<file path="config.mk">
export PLATFORM = sky130hd
export DESIGN_NAME = ppm_frame_generator
export DESIGN_NICKNAME = d
export VERILOG_FILES = /design/src/hdl/ppmfg_pkg.sv /design/src/hdl/ppmfg_ram.sv /design/src/hdl/ppm_frame_generator.sv
export SDC_FILE = /design/constraint.sdc
export NUM_CORES = 2
export LEC_CHECK = 0
export ABC_AREA = 1
export BUFFER_PORTS_ARGS = -buffer_cell sky130_fd_sc_hd__buf_2
export CORE_AREA = 2 2 270 272
export CTS_CLUSTER_SIZE = 16
export DETAILED_ROUTE_END_ITERATION = 8
export DIE_AREA = 0 0 272 274
export GPL_TIMING_DRIVEN = 1
export HOLD_SLACK_MARGIN = 0.08
export PLACE_DENSITY = 0.82
export REMOVE_ABC_BUFFERS = 1
export SLEW_MARGIN = 20
export SYNTH_ARGS = -nofsm -noshare
export SYNTH_HDL_FRONTEND = slang
export SYNTH_SLANG_ARGS = --single-unit
</file>
<file path="constraint.sdc">
create_clock -name clk -period 9.64 [get_ports clk]
set_input_delay 0 -clock clk [delete_from_list [all_inputs] [get_ports clk]]
set_output_delay 0 -clock clk [all_outputs]
set_load 0.005 [all_outputs]
</file>
<file path="src/hdl/ppmfg_pkg.sv">
// ============================================================================
// PPM frame generator package
// Shared widths, register map, operation codes and payload types.
// ============================================================================
`default_nettype none

package ppmfg_pkg;

    // Channel store geometry
    localparam int MAX_CHANNELS = 16;
    localparam int CH_AW        = (MAX_CHANNELS > 1) ? $clog2(MAX_CHANNELS) : 1;

    // Field widths
    localparam int OP_W    = 2;
    localparam int CHAN_W  = 4;
    localparam int VALUE_W = 16;
    localparam int SLOT_W  = 5;
    localparam int STORE_W = 11;
    localparam int FRAME_W = 16;
    localparam int PULSE_W = 10;
    localparam int COUNT_W = 5;

    // Configuration port
    localparam int PADDR_W = 5;
    localparam int PDATA_W = 32;

    // Register indexes (byte address / 4)
    localparam logic [2:0] REG_FRAME_LENGTH  = 3'd0;
    localparam logic [2:0] REG_PULSE_LENGTH  = 3'd1;
    localparam logic [2:0] REG_CHANNEL_COUNT = 3'd2;
    localparam logic [2:0] REG_INVERT_OUTPUT = 3'd3;
    localparam logic [2:0] REG_SCALE_MIN     = 3'd4;
    localparam logic [2:0] REG_SCALE_MAX     = 3'd5;

    // Register reset values
    localparam logic [FRAME_W-1:0] FRAME_LENGTH_RST  = 16'd22500;
    localparam logic [PULSE_W-1:0] PULSE_LENGTH_RST  = 10'd300;
    localparam logic [COUNT_W-1:0] CHANNEL_COUNT_RST = 5'd8;
    localparam logic               INVERT_OUTPUT_RST = 1'b0;
    localparam logic [STORE_W-1:0] SCALE_MIN_RST     = 11'd1000;
    localparam logic [STORE_W-1:0] SCALE_MAX_RST     = 11'd2000;

    // Operation codes
    localparam logic [OP_W-1:0] OP_TICK       = 2'd0;
    localparam logic [OP_W-1:0] OP_SET_SCALED = 2'd1;
    localparam logic [OP_W-1:0] OP_SET_DIRECT = 2'd2;

    // Scaling arithmetic
    localparam logic [VALUE_W-1:0] SCALE_LO  = 16'd1000;
    localparam logic [STORE_W-1:0] STORE_MAX = 11'd2047;
    localparam int PROD_W      = 27;   // |value-1000| * |max-min| < 2^27
    localparam int QUOT_W      = 18;   // quotient by 1000 < 2^18
    localparam int RECIP_SHIFT = 36;
    localparam logic [PROD_W-1:0] RECIP_MULT = PROD_W'((64'd1 << RECIP_SHIFT) / 1000);
    localparam logic [PROD_W:0]   DIV_CONST  = 28'd1000;

    typedef struct packed {
        logic [OP_W-1:0]    op;
        logic [CHAN_W-1:0]  channel;
        logic [VALUE_W-1:0] value;
    } ppmfg_item_t;

    typedef struct packed {
        logic              pin_level;
        logic [SLOT_W-1:0] slot_index;
    } ppmfg_result_t;

endpackage

`default_nettype wire

</file>
<file path="src/hdl/ppmfg_ram.sv">
// ============================================================================
// PPM frame generator RAM
// Generic single-write, single-read memory with a registered read port.
// ============================================================================
`default_nettype none

module ppmfg_ram #(
    parameter int WIDTH = 8,
    parameter int DEPTH = 16
) (
    input  wire logic                                       clk,
    input  wire logic                                       we,
    input  wire logic [((DEPTH > 1) ? $clog2(DEPTH) : 1)-1:0] waddr,
    input  wire logic [WIDTH-1:0]                           wdata,
    input  wire logic [((DEPTH > 1) ? $clog2(DEPTH) : 1)-1:0] raddr,
    output logic      [WIDTH-1:0]                           rdata
);

    logic [WIDTH-1:0] mem [DEPTH];
    logic [WIDTH-1:0] rdata_reg;

    always_ff @(posedge clk)
    begin
        if (we)
        begin
            mem[waddr] <= wdata;
        end
        rdata_reg <= mem[raddr];
    end

    assign rdata = rdata_reg;

endmodule

`default_nettype wire

</file>
<file path="src/hdl/ppm_frame_generator.sv">
// ============================================================================
// PPM frame generator
// Builds an RC pulse-position frame from microsecond tick transactions.
// ============================================================================
//
// Usage:
//   item channel   : valid/ready. op selects a tick, a scaled channel write
//                    or a direct channel write. Every transaction produces
//                    exactly one result transaction.
//   result channel : valid/ready. pin_level is the line level after the item,
//                    slot_index the slot on air (channel count = sync gap).
//   APB port       : six registers at byte offsets 0x00..0x14; write them
//                    only while no transaction is in flight.
//   Path           : item acceptance to result valid runs through the
//                    scaled-write divide (product, reciprocal multiply,
//                    remainder correction) followed by the commit stage,
//                    which reads the channel store at the next slot counter.
//   Throughput     : one transaction per clock, sustained while result_ready stays high.
//   Reset          : counters cleared, line at idle level, store reads zero;
//                    the first tick starts a marker pulse.
//   Stall          : a held result does not block input while pipeline
//                    stages are free; the stages fill, then item_ready drops.
// ============================================================================
`default_nettype none

module ppm_frame_generator
    import ppmfg_pkg::*;
(
    input  wire logic                clk,
    input  wire logic                rst_n,
    // configuration port
    input  wire logic                psel,
    input  wire logic                penable,
    input  wire logic                pwrite,
    input  wire logic [PADDR_W-1:0]  paddr,
    input  wire logic [PDATA_W-1:0]  pwdata,
    output logic      [PDATA_W-1:0]  prdata,
    output logic                     pready,
    // item channel
    input  wire logic                item_valid,
    output logic                     item_ready,
    input  wire ppmfg_item_t         item,
    // result channel
    output logic                     result_valid,
    input  wire logic                result_ready,
    output ppmfg_result_t            result
);

    localparam logic [SLOT_W-1:0] MAX_SLOT = SLOT_W'(MAX_CHANNELS);
    localparam int SUM_W = QUOT_W + 2;

    // ------------------------------------------------------------------
    // Configuration registers
    // ------------------------------------------------------------------
    logic [FRAME_W-1:0] frame_length_reg;
    logic [PULSE_W-1:0] pulse_length_reg;
    logic [COUNT_W-1:0] channel_count_reg;
    logic               invert_output_reg;
    logic [STORE_W-1:0] scale_min_reg;
    logic [STORE_W-1:0] scale_max_reg;

    logic       cfg_write;
    logic [2:0] cfg_index;

    assign pready    = 1'b1;
    assign cfg_write = psel && penable && pwrite && pready;
    assign cfg_index = paddr[4:2];

    always_ff @(posedge clk or negedge rst_n)
    begin
        if (!rst_n)
        begin
            frame_length_reg  <= FRAME_LENGTH_RST;
            pulse_length_reg  <= PULSE_LENGTH_RST;
            channel_count_reg <= CHANNEL_COUNT_RST;
            invert_output_reg <= INVERT_OUTPUT_RST;
            scale_min_reg     <= SCALE_MIN_RST;
            scale_max_reg     <= SCALE_MAX_RST;
        end
        else if (cfg_write)
        begin
            case (cfg_index)
                REG_FRAME_LENGTH:  frame_length_reg  <= pwdata[FRAME_W-1:0];
                REG_PULSE_LENGTH:  pulse_length_reg  <= pwdata[PULSE_W-1:0];
                REG_CHANNEL_COUNT: channel_count_reg <= pwdata[COUNT_W-1:0];
                REG_INVERT_OUTPUT: invert_output_reg <= pwdata[0];
                REG_SCALE_MIN:     scale_min_reg     <= pwdata[STORE_W-1:0];
                REG_SCALE_MAX:     scale_max_reg     <= pwdata[STORE_W-1:0];
                default:           ;
            endcase
        end
    end

    always_comb
    begin
        case (cfg_index)
            REG_FRAME_LENGTH:  prdata = PDATA_W'(frame_length_reg);
            REG_PULSE_LENGTH:  prdata = PDATA_W'(pulse_length_reg);
            REG_CHANNEL_COUNT: prdata = PDATA_W'(channel_count_reg);
            REG_INVERT_OUTPUT: prdata = PDATA_W'(invert_output_reg);
            REG_SCALE_MIN:     prdata = PDATA_W'(scale_min_reg);
            REG_SCALE_MAX:     prdata = PDATA_W'(scale_max_reg);
            default:           prdata = '0;
        endcase
    end

    // ------------------------------------------------------------------
    // Pipeline handshake: each stage advances when the one after it has room
    // ------------------------------------------------------------------
    logic s1_valid_reg, s2_valid_reg, s3_valid_reg, s4_valid_reg;
    logic result_valid_reg;
    logic out_free, s4_free, s3_free, s2_free, s1_free;
    logic s4_commit;

    assign out_free   = !result_valid_reg || result_ready;
    assign s4_free    = !s4_valid_reg || out_free;
    assign s3_free    = !s3_valid_reg || s4_free;
    assign s2_free    = !s2_valid_reg || s3_free;
    assign s1_free    = !s1_valid_reg || s2_free;
    assign s4_commit  = s4_valid_reg && out_free;
    assign item_ready = s1_free;

    always_ff @(posedge clk or negedge rst_n)
    begin
        if (!rst_n)
        begin
            s1_valid_reg     <= 1'b0;
            s2_valid_reg     <= 1'b0;
            s3_valid_reg     <= 1'b0;
            s4_valid_reg     <= 1'b0;
            result_valid_reg <= 1'b0;
        end
        else
        begin
            if (s1_free)  s1_valid_reg     <= item_valid;
            if (s2_free)  s2_valid_reg     <= s1_valid_reg;
            if (s3_free)  s3_valid_reg     <= s2_valid_reg;
            if (s4_free)  s4_valid_reg     <= s3_valid_reg;
            if (out_free) result_valid_reg <= s4_valid_reg;
        end
    end

    // ------------------------------------------------------------------
    // Stage 1: magnitude product |value - 1000| * |max - min|
    // ------------------------------------------------------------------
    logic               d_neg, r_neg;
    logic [VALUE_W-1:0] d_abs;
    logic [STORE_W-1:0] r_abs;
    logic [STORE_W-1:0] direct_w;

    assign d_neg    = item.value < SCALE_LO;
    assign d_abs    = d_neg ? (SCALE_LO - item.value) : (item.value - SCALE_LO);
    assign r_neg    = scale_max_reg < scale_min_reg;
    assign r_abs    = r_neg ? (scale_min_reg - scale_max_reg)
                            : (scale_max_reg - scale_min_reg);
    // direct writes saturate at the top of the store range
    assign direct_w = (item.value > VALUE_W'(STORE_MAX)) ? STORE_MAX
                                                        : item.value[STORE_W-1:0];

    logic [OP_W-1:0]    s1_op_reg,      s2_op_reg,      s3_op_reg,      s4_op_reg;
    logic [CHAN_W-1:0]  s1_channel_reg, s2_channel_reg, s3_channel_reg, s4_channel_reg;
    logic [STORE_W-1:0] s1_direct_reg,  s2_direct_reg,  s3_direct_reg,  s4_direct_reg;
    logic               s1_neg_reg,     s2_neg_reg,     s3_neg_reg,     s4_neg_reg;
    logic [PROD_W-1:0]  s1_prod_reg,    s2_prod_reg;
    logic [QUOT_W-1:0]  s2_quot0_reg;
    logic [QUOT_W-1:0]  s3_quot_reg;
    logic [QUOT_W-1:0]  s4_quot_reg;

    always_ff @(posedge clk)
    begin
        if (item_valid && s1_free)
        begin
            s1_op_reg      <= item.op;
            s1_channel_reg <= item.channel;
            s1_direct_reg  <= direct_w;
            s1_neg_reg     <= d_neg ^ r_neg;
            s1_prod_reg    <= PROD_W'(d_abs) * PROD_W'(r_abs);
        end
    end

    // ------------------------------------------------------------------
    // Stage 2: quotient estimate by reciprocal multiply (low by at most one)
    // ------------------------------------------------------------------
    logic [2*PROD_W-1:0] recip_prod;

    assign recip_prod = (2*PROD_W)'(s1_prod_reg) * (2*PROD_W)'(RECIP_MULT);

    always_ff @(posedge clk)
    begin
        if (s1_valid_reg && s2_free)
        begin
            s2_op_reg      <= s1_op_reg;
            s2_channel_reg <= s1_channel_reg;
            s2_direct_reg  <= s1_direct_reg;
            s2_neg_reg     <= s1_neg_reg;
            s2_prod_reg    <= s1_prod_reg;
            s2_quot0_reg   <= recip_prod[RECIP_SHIFT +: QUOT_W];
        end
    end

    // ------------------------------------------------------------------
    // Stage 3: remainder check, bump the quotient when it reaches 1000
    // ------------------------------------------------------------------
    logic [PROD_W:0]   quot_times;
    logic [PROD_W:0]   remainder;
    logic [QUOT_W-1:0] quot_fixed;

    // 1000 = 1024 - 16 - 8
    assign quot_times = ((PROD_W+1)'(s2_quot0_reg) << 10)
                      - ((PROD_W+1)'(s2_quot0_reg) << 4)
                      - ((PROD_W+1)'(s2_quot0_reg) << 3);
    assign remainder  = (PROD_W+1)'(s2_prod_reg) - quot_times;
    assign quot_fixed = (remainder >= DIV_CONST) ? (s2_quot0_reg + QUOT_W'(1))
                                                 : s2_quot0_reg;

    always_ff @(posedge clk)
    begin
        if (s2_valid_reg && s3_free)
        begin
            s3_op_reg      <= s2_op_reg;
            s3_channel_reg <= s2_channel_reg;
            s3_direct_reg  <= s2_direct_reg;
            s3_neg_reg     <= s2_neg_reg;
            s3_quot_reg    <= quot_fixed;
        end
    end

    always_ff @(posedge clk)
    begin
        if (s3_valid_reg && s4_free)
        begin
            s4_op_reg      <= s3_op_reg;
            s4_channel_reg <= s3_channel_reg;
            s4_direct_reg  <= s3_direct_reg;
            s4_neg_reg     <= s3_neg_reg;
            s4_quot_reg    <= s3_quot_reg;
        end
    end

    // ------------------------------------------------------------------
    // Stage 4: signed offset, clamp, and the store write
    // ------------------------------------------------------------------
    logic signed [SUM_W-1:0] scaled_sum;
    logic [STORE_W-1:0]      scaled_w;

    // truncation toward zero: apply the sign after the unsigned divide
    assign scaled_sum = s4_neg_reg ? (SUM_W'(scale_min_reg) - SUM_W'(s4_quot_reg))
                                   : (SUM_W'(scale_min_reg) + SUM_W'(s4_quot_reg));

    always_comb
    begin
        if (scaled_sum < 0)
        begin
            scaled_w = '0;
        end
        else if (scaled_sum > SUM_W'(STORE_MAX))
        begin
            scaled_w = STORE_MAX;
        end
        else
        begin
            scaled_w = scaled_sum[STORE_W-1:0];
        end
    end

    logic               store_we;
    logic [CH_AW-1:0]   store_waddr;
    logic [STORE_W-1:0] store_wdata;
    logic [CH_AW-1:0]   store_raddr;
    logic [STORE_W-1:0] store_rdata;
    logic [STORE_W-1:0] store_word;

    logic [MAX_CHANNELS-1:0] entry_valid_reg;
    logic                    fwd_hit_reg;
    logic [STORE_W-1:0]      fwd_data_reg;

    // drop writes to channels the store does not hold
    assign store_we    = s4_commit
                      && (s4_op_reg == OP_SET_SCALED || s4_op_reg == OP_SET_DIRECT)
                      && (32'(s4_channel_reg) < MAX_CHANNELS);
    assign store_waddr = CH_AW'(s4_channel_reg);
    assign store_wdata = (s4_op_reg == OP_SET_SCALED) ? scaled_w : s4_direct_reg;

    // ------------------------------------------------------------------
    // Frame timing state
    // ------------------------------------------------------------------
    logic [FRAME_W-1:0] wait_counter_reg, wait_counter_next;
    logic               in_gap_reg,       in_gap_next;
    logic [SLOT_W-1:0]  slot_counter_reg, slot_counter_next;
    logic [FRAME_W-1:0] frame_sum_reg,    frame_sum_next;
    logic               line_level_reg,   line_level_next;

    // The store is read ahead, through its registered port, at the next slot counter. A write to
    // that same entry in the same cycle is forwarded; unwritten entries read 0.
    assign store_raddr = CH_AW'(slot_counter_next);
    assign store_word  = fwd_hit_reg ? fwd_data_reg
                       : (entry_valid_reg[CH_AW'(slot_counter_reg)] ? store_rdata
                                                                    : '0);

    ppmfg_ram #(
        .WIDTH (STORE_W),
        .DEPTH (MAX_CHANNELS)
    ) u_store (
        .clk   (clk),
        .we    (store_we),
        .waddr (store_waddr),
        .wdata (store_wdata),
        .raddr (store_raddr),
        .rdata (store_rdata)
    );

    always_ff @(posedge clk or negedge rst_n)
    begin
        if (!rst_n)
        begin
            entry_valid_reg <= '0;
            fwd_hit_reg     <= 1'b0;
        end
        else
        begin
            if (store_we)
            begin
                entry_valid_reg[store_waddr] <= 1'b1;
            end
            fwd_hit_reg <= store_we && (store_waddr == store_raddr);
        end
    end

    always_ff @(posedge clk)
    begin
        fwd_data_reg <= store_wdata;
    end

    logic [SLOT_W-1:0]  eff_count;
    logic [FRAME_W-1:0] pulse_wait;
    logic [FRAME_W:0]   sum_pulse;
    logic [FRAME_W-1:0] used_sync;
    logic [FRAME_W-1:0] sync_wait;
    logic [FRAME_W-1:0] slot_wait;
    logic [FRAME_W:0]   sum_slot;
    logic [FRAME_W-1:0] sum_slot_sat;

    assign eff_count  = (SLOT_W'(channel_count_reg) > MAX_SLOT) ? MAX_SLOT
                                                                : SLOT_W'(channel_count_reg);
    // a zero-length pulse still lasts one tick
    assign pulse_wait = (pulse_length_reg == '0) ? '0
                                                 : FRAME_W'(pulse_length_reg) - FRAME_W'(1);
    assign sum_pulse  = (FRAME_W+1)'(frame_sum_reg) + (FRAME_W+1)'(pulse_length_reg);
    assign used_sync  = sum_pulse[FRAME_W] ? '1 : sum_pulse[FRAME_W-1:0];
    // sync gap fills the rest of the frame, at least one tick
    assign sync_wait  = (used_sync >= frame_length_reg) ? '0
                                                        : frame_length_reg - used_sync
                                                          - FRAME_W'(1);
    // a slot not longer than the pulse gets a one-tick gap
    assign slot_wait  = (store_word > STORE_W'(pulse_length_reg))
                      ? FRAME_W'(store_word) - FRAME_W'(pulse_length_reg) - FRAME_W'(1)
                      : '0;
    assign sum_slot     = (FRAME_W+1)'(frame_sum_reg) + (FRAME_W+1)'(store_word);
    assign sum_slot_sat = sum_slot[FRAME_W] ? '1 : sum_slot[FRAME_W-1:0];

    always_comb
    begin
        wait_counter_next = wait_counter_reg;
        in_gap_next       = in_gap_reg;
        slot_counter_next = slot_counter_reg;
        frame_sum_next    = frame_sum_reg;
        line_level_next   = line_level_reg;

        if (s4_commit && s4_op_reg == OP_TICK)
        begin
            if (wait_counter_reg != '0)
            begin
                wait_counter_next = wait_counter_reg - FRAME_W'(1);
            end
            else if (!in_gap_reg)
            begin
                // start a marker pulse
                line_level_next   = invert_output_reg;
                wait_counter_next = pulse_wait;
                in_gap_next       = 1'b1;
            end
            else
            begin
                line_level_next = !invert_output_reg;
                in_gap_next     = 1'b0;
                if (slot_counter_reg >= eff_count)
                begin
                    // sync gap closes the frame
                    slot_counter_next = '0;
                    wait_counter_next = sync_wait;
                    frame_sum_next    = '0;
                end
                else
                begin
                    wait_counter_next = slot_wait;
                    frame_sum_next    = sum_slot_sat;
                    slot_counter_next = slot_counter_reg + SLOT_W'(1);
                end
            end
        end
    end

    always_ff @(posedge clk or negedge rst_n)
    begin
        if (!rst_n)
        begin
            wait_counter_reg <= '0;
            in_gap_reg       <= 1'b0;
            slot_counter_reg <= '0;
            frame_sum_reg    <= '0;
            line_level_reg   <= !INVERT_OUTPUT_RST;
        end
        else
        begin
            wait_counter_reg <= wait_counter_next;
            in_gap_reg       <= in_gap_next;
            slot_counter_reg <= slot_counter_next;
            frame_sum_reg    <= frame_sum_next;
            line_level_reg   <= line_level_next;
        end
    end

    // ------------------------------------------------------------------
    // Result register
    // ------------------------------------------------------------------
    logic [SLOT_W-1:0] slot_index_next;
    ppmfg_result_t     result_reg;

    always_comb
    begin
        if (in_gap_next)
        begin
            slot_index_next = slot_counter_next;
        end
        else if (slot_counter_next == '0)
        begin
            slot_index_next = eff_count;
        end
        else
        begin
            slot_index_next = slot_counter_next - SLOT_W'(1);
        end
    end

    always_ff @(posedge clk)
    begin
        if (s4_commit)
        begin
            result_reg.pin_level  <= line_level_next;
            result_reg.slot_index <= slot_index_next;
        end
    end

    assign result_valid = result_valid_reg;
    assign result       = result_reg;

    // ------------------------------------------------------------------
    // Assertions
    // ------------------------------------------------------------------
    a_slot_bound: assert property (@(posedge clk) disable iff (!rst_n)
        slot_counter_reg <= MAX_SLOT)
        else $error("slot counter ran past the channel store");

    a_store_marked: assert property (@(posedge clk) disable iff (!rst_n)
        store_we |=> entry_valid_reg[$past(store_waddr)])
        else $error("written store entry not marked valid");

    a_countdown: assert property (@(posedge clk) disable iff (!rst_n)
        (s4_commit && s4_op_reg == OP_TICK && wait_counter_reg != '0)
        |=> (wait_counter_reg == $past(wait_counter_reg) - FRAME_W'(1)))
        else $error("wait counter did not count down on a tick");

    a_set_holds_time: assert property (@(posedge clk) disable iff (!rst_n)
        (s4_commit && s4_op_reg != OP_TICK)
        |=> ($stable(wait_counter_reg) && $stable(slot_counter_reg)
             && $stable(in_gap_reg)))
        else $error("non-tick transaction moved frame timing");

endmodule

`default_nettype wire
</file>
==> impl_metrics.yaml <==
run_status:
  status: "finished clean"
worst_hold_path:
  hp-start: "psel"
  hold_path_class: "in -> reg"
sta:
  clock.fmax_ghz: 0.121
  rsz0062_at_grt: "false"
  hold_viol: 0
  slew_violations: 0
  slew_headroom: 0.283
  finClkSkew_ns: 0.0720
  fin_crit_sh: 0.861
  min_period_ns: 8.30
  worst_slew_pin_slew_ns: 1.07
  setup_viol: 0
  finalSetupTns_ns: 0
cts:
  clock_sinks: 498
  cts-hold-fix-buffers: 63
  cts_max_level: 2
  cts_inserted_buffers: 51
  cts_resized: 0
  cts_max_path_buffers: 3
  cts-root-buf: "clkbuf_16"
  cts_tree: "built"
  clk_pin_slew_ns: 0.08
  clk_latency_ns: 0.64
  cts_setup_buffers: 0
cells_and_area:
  final_common_cell: "nand2_1"
  instances_no_fill: 6597
  final_nets: 6543
  syn_to_final_growth_pct: 7.99
  drive_gt1_frac: 0.0505
  fillCellCount: 5538
  largest_register_ffs: 176
  layout_common_cells: "1,281 x nand2_1, 1,130 x inv_1, 515 x ha_1"
  n_antenna_cell: 0
  multiInputGateArea_um2: 27300
  seq_area_um2: 14200
setup_path:
  end_kind: "register"
  r2r_start: "scale_min_reg[9]$_DFFE_PN1P_"
  cp.arrival_ns: 8.63
  critPathLaunch: "item[14]"
  cp_max_fo: 7
  worstSetupPathType: "in -> reg"
  r2r_slack_ns: 1.70
  slowest_delay_ns: 0.71
  slowest_stage: "xor2_1"
  worstPathRequired_ns: 9.97
  cp-start-kind: "input pin"
  worst_path_most_repeated_cell: "inv_1"
placed_design:
  dp.cells: 6439
  port-buffer-count: 71
  dp_hpwl_um: 92400
  gp_congestion: 0.986
global_route:
  first_global_vias: 36900
  grt_pass1_wl_um: 192000
  gr-total-overflow: 0
  track_usage: 0.327
  grt_max_degree: 66
  grt_antenna_before_repair: 2
synth:
  netlist-cell-type-count: 60
  ys_ff_latch: 498
  synth.cell_area_um2: 46300
  syn_avg_cell_area_um2: 8.44
  ys.flop_type: "edfxtp_1"
  synth_edf_count: 361
  async_reset_ff_frac: 0.231
  ys.warnings.count: 0
  yosysSeqAreaShare: 0.307
  syn_inst: 5478
routing:
  wl_per_cell_um: 18.4
  drt_wl_total_um: 122000
  viasPerCell: 5.64
  ant_nets: 0
  drc: 0
  vias: 37200
  dr.pass1.iters: 6
  first_iter_violations: 3548
floorplanning:
  die_x_um: 272
  die_h_um: 274
  dieArea_um2: 74500
  core_area_um2: 72000
  initial_core_util: 0.643
  num_rows: 99
  ioPinCount: 107
flow_run:
  drv_cap: 0
[per-layer routing]
layer	global-route usage	share of wire	vias to the layer above
met5	0	0.000099	-
met4	0.146	0.049	2
met3	0.0428	0.072	392
met2	0.563	0.48	1639
met1	0.415	0.39	17600
li1	-	-	17600
[metrics by stage]
stage,utilization,instance area [um2],worst slack (ns),hold slack [ns]
after CTS,0.694,49900,1.71,0.0843
after floorplan,-,45700,2.95,-0.296
final,0.694,49900,1.34,0.0176
after global placement,0.660,47500,1.93,0.0818
after detailed placement,0.660,47500,1.85,0.0871
after global routing,0.694,49900,1.13,0.0844
[synth_stat cells, types with 24 or more instances]
library cell | count | area, um2
a21oi_1 | 222 | 1110
buf_2 | 36 | 180
clkbuf_1 | 36 | 135
dfrtp_1 | 88 | 2200
dfstp_2 | 27 | 709
edfxtp_1 | 361 | 10800
fa_1 | 366 | 7330
ha_1 | 515 | 6440
inv_1 | 1130 | 4240
nand2_1 | 1282 | 4810
nand3_1 | 263 | 1320
nand4_1 | 65 | 407
nor2_1 | 369 | 1390
nor3_1 | 48 | 240
o21ai_0 | 209 | 1050
or2_2 | 24 | 150
xnor2_1 | 29 | 254
xor2_1 | 126 | 1100
[logic make-up after synthesis]
logic type / count (synthesis) / share of synthesized area
fa+ha+maj: 881 / 0.298
flops: 498 / 0.307
buf+inv: 1260 / 0.106
simple gates: 2104 / 0.189
other cells: 2 / 0.000162
compound gates: 574 / 0.0698
xor+xnor: 155 / 0.0294
mux: 4 / 0.000947
[cell type report]
class                           count  share of cell area
Sequential cell                   498               0.284
Timing Repair Buffer              155              0.0233
Clock inverter                     31             0.00726
Clock buffer                       64              0.0288
Tap cell                          959              0.0240
Inverter                         1155              0.0868
Multi-Input combinational cell   3735               0.546
[critical path, delay by kind of cell]
| family | cells | cell delay, ns |
|---|---|---|
| buffers and inverters | 11 | 3.10 |
| adder cells (fa/ha/maj) | 6 | 2.91 |
| AND/OR/NAND/NOR | 9 | 1.47 |
| XOR/XNOR | 2 | 0.90 |
| AO/OA/AOI/OAI | 2 | 0.24 |
[worst paths after layout]
path | to | cells after the start
worst max register to register | s1_prod_reg[19]$_DFFE_PP_ | 29
worst max-delay path | s1_prod_reg[23]$_DFFE_PP_ | 30
max in group asynchronous | scale_min_reg[0]$_DFFE_PN0P_ | 4
min in group asynchronous | entry_valid_reg[11]$_DFFE_PN0P_ | 4
worst min register to register | s4_quot_reg[0]$_DFFE_PP_ | 0
worst min-delay path | scale_max_reg[10]$_DFFE_PN1P_ | 5
Power is left out: the tool's default activity adds up to more than one toggle a clock period on the data nets, which glitch-free logic cannot reach.
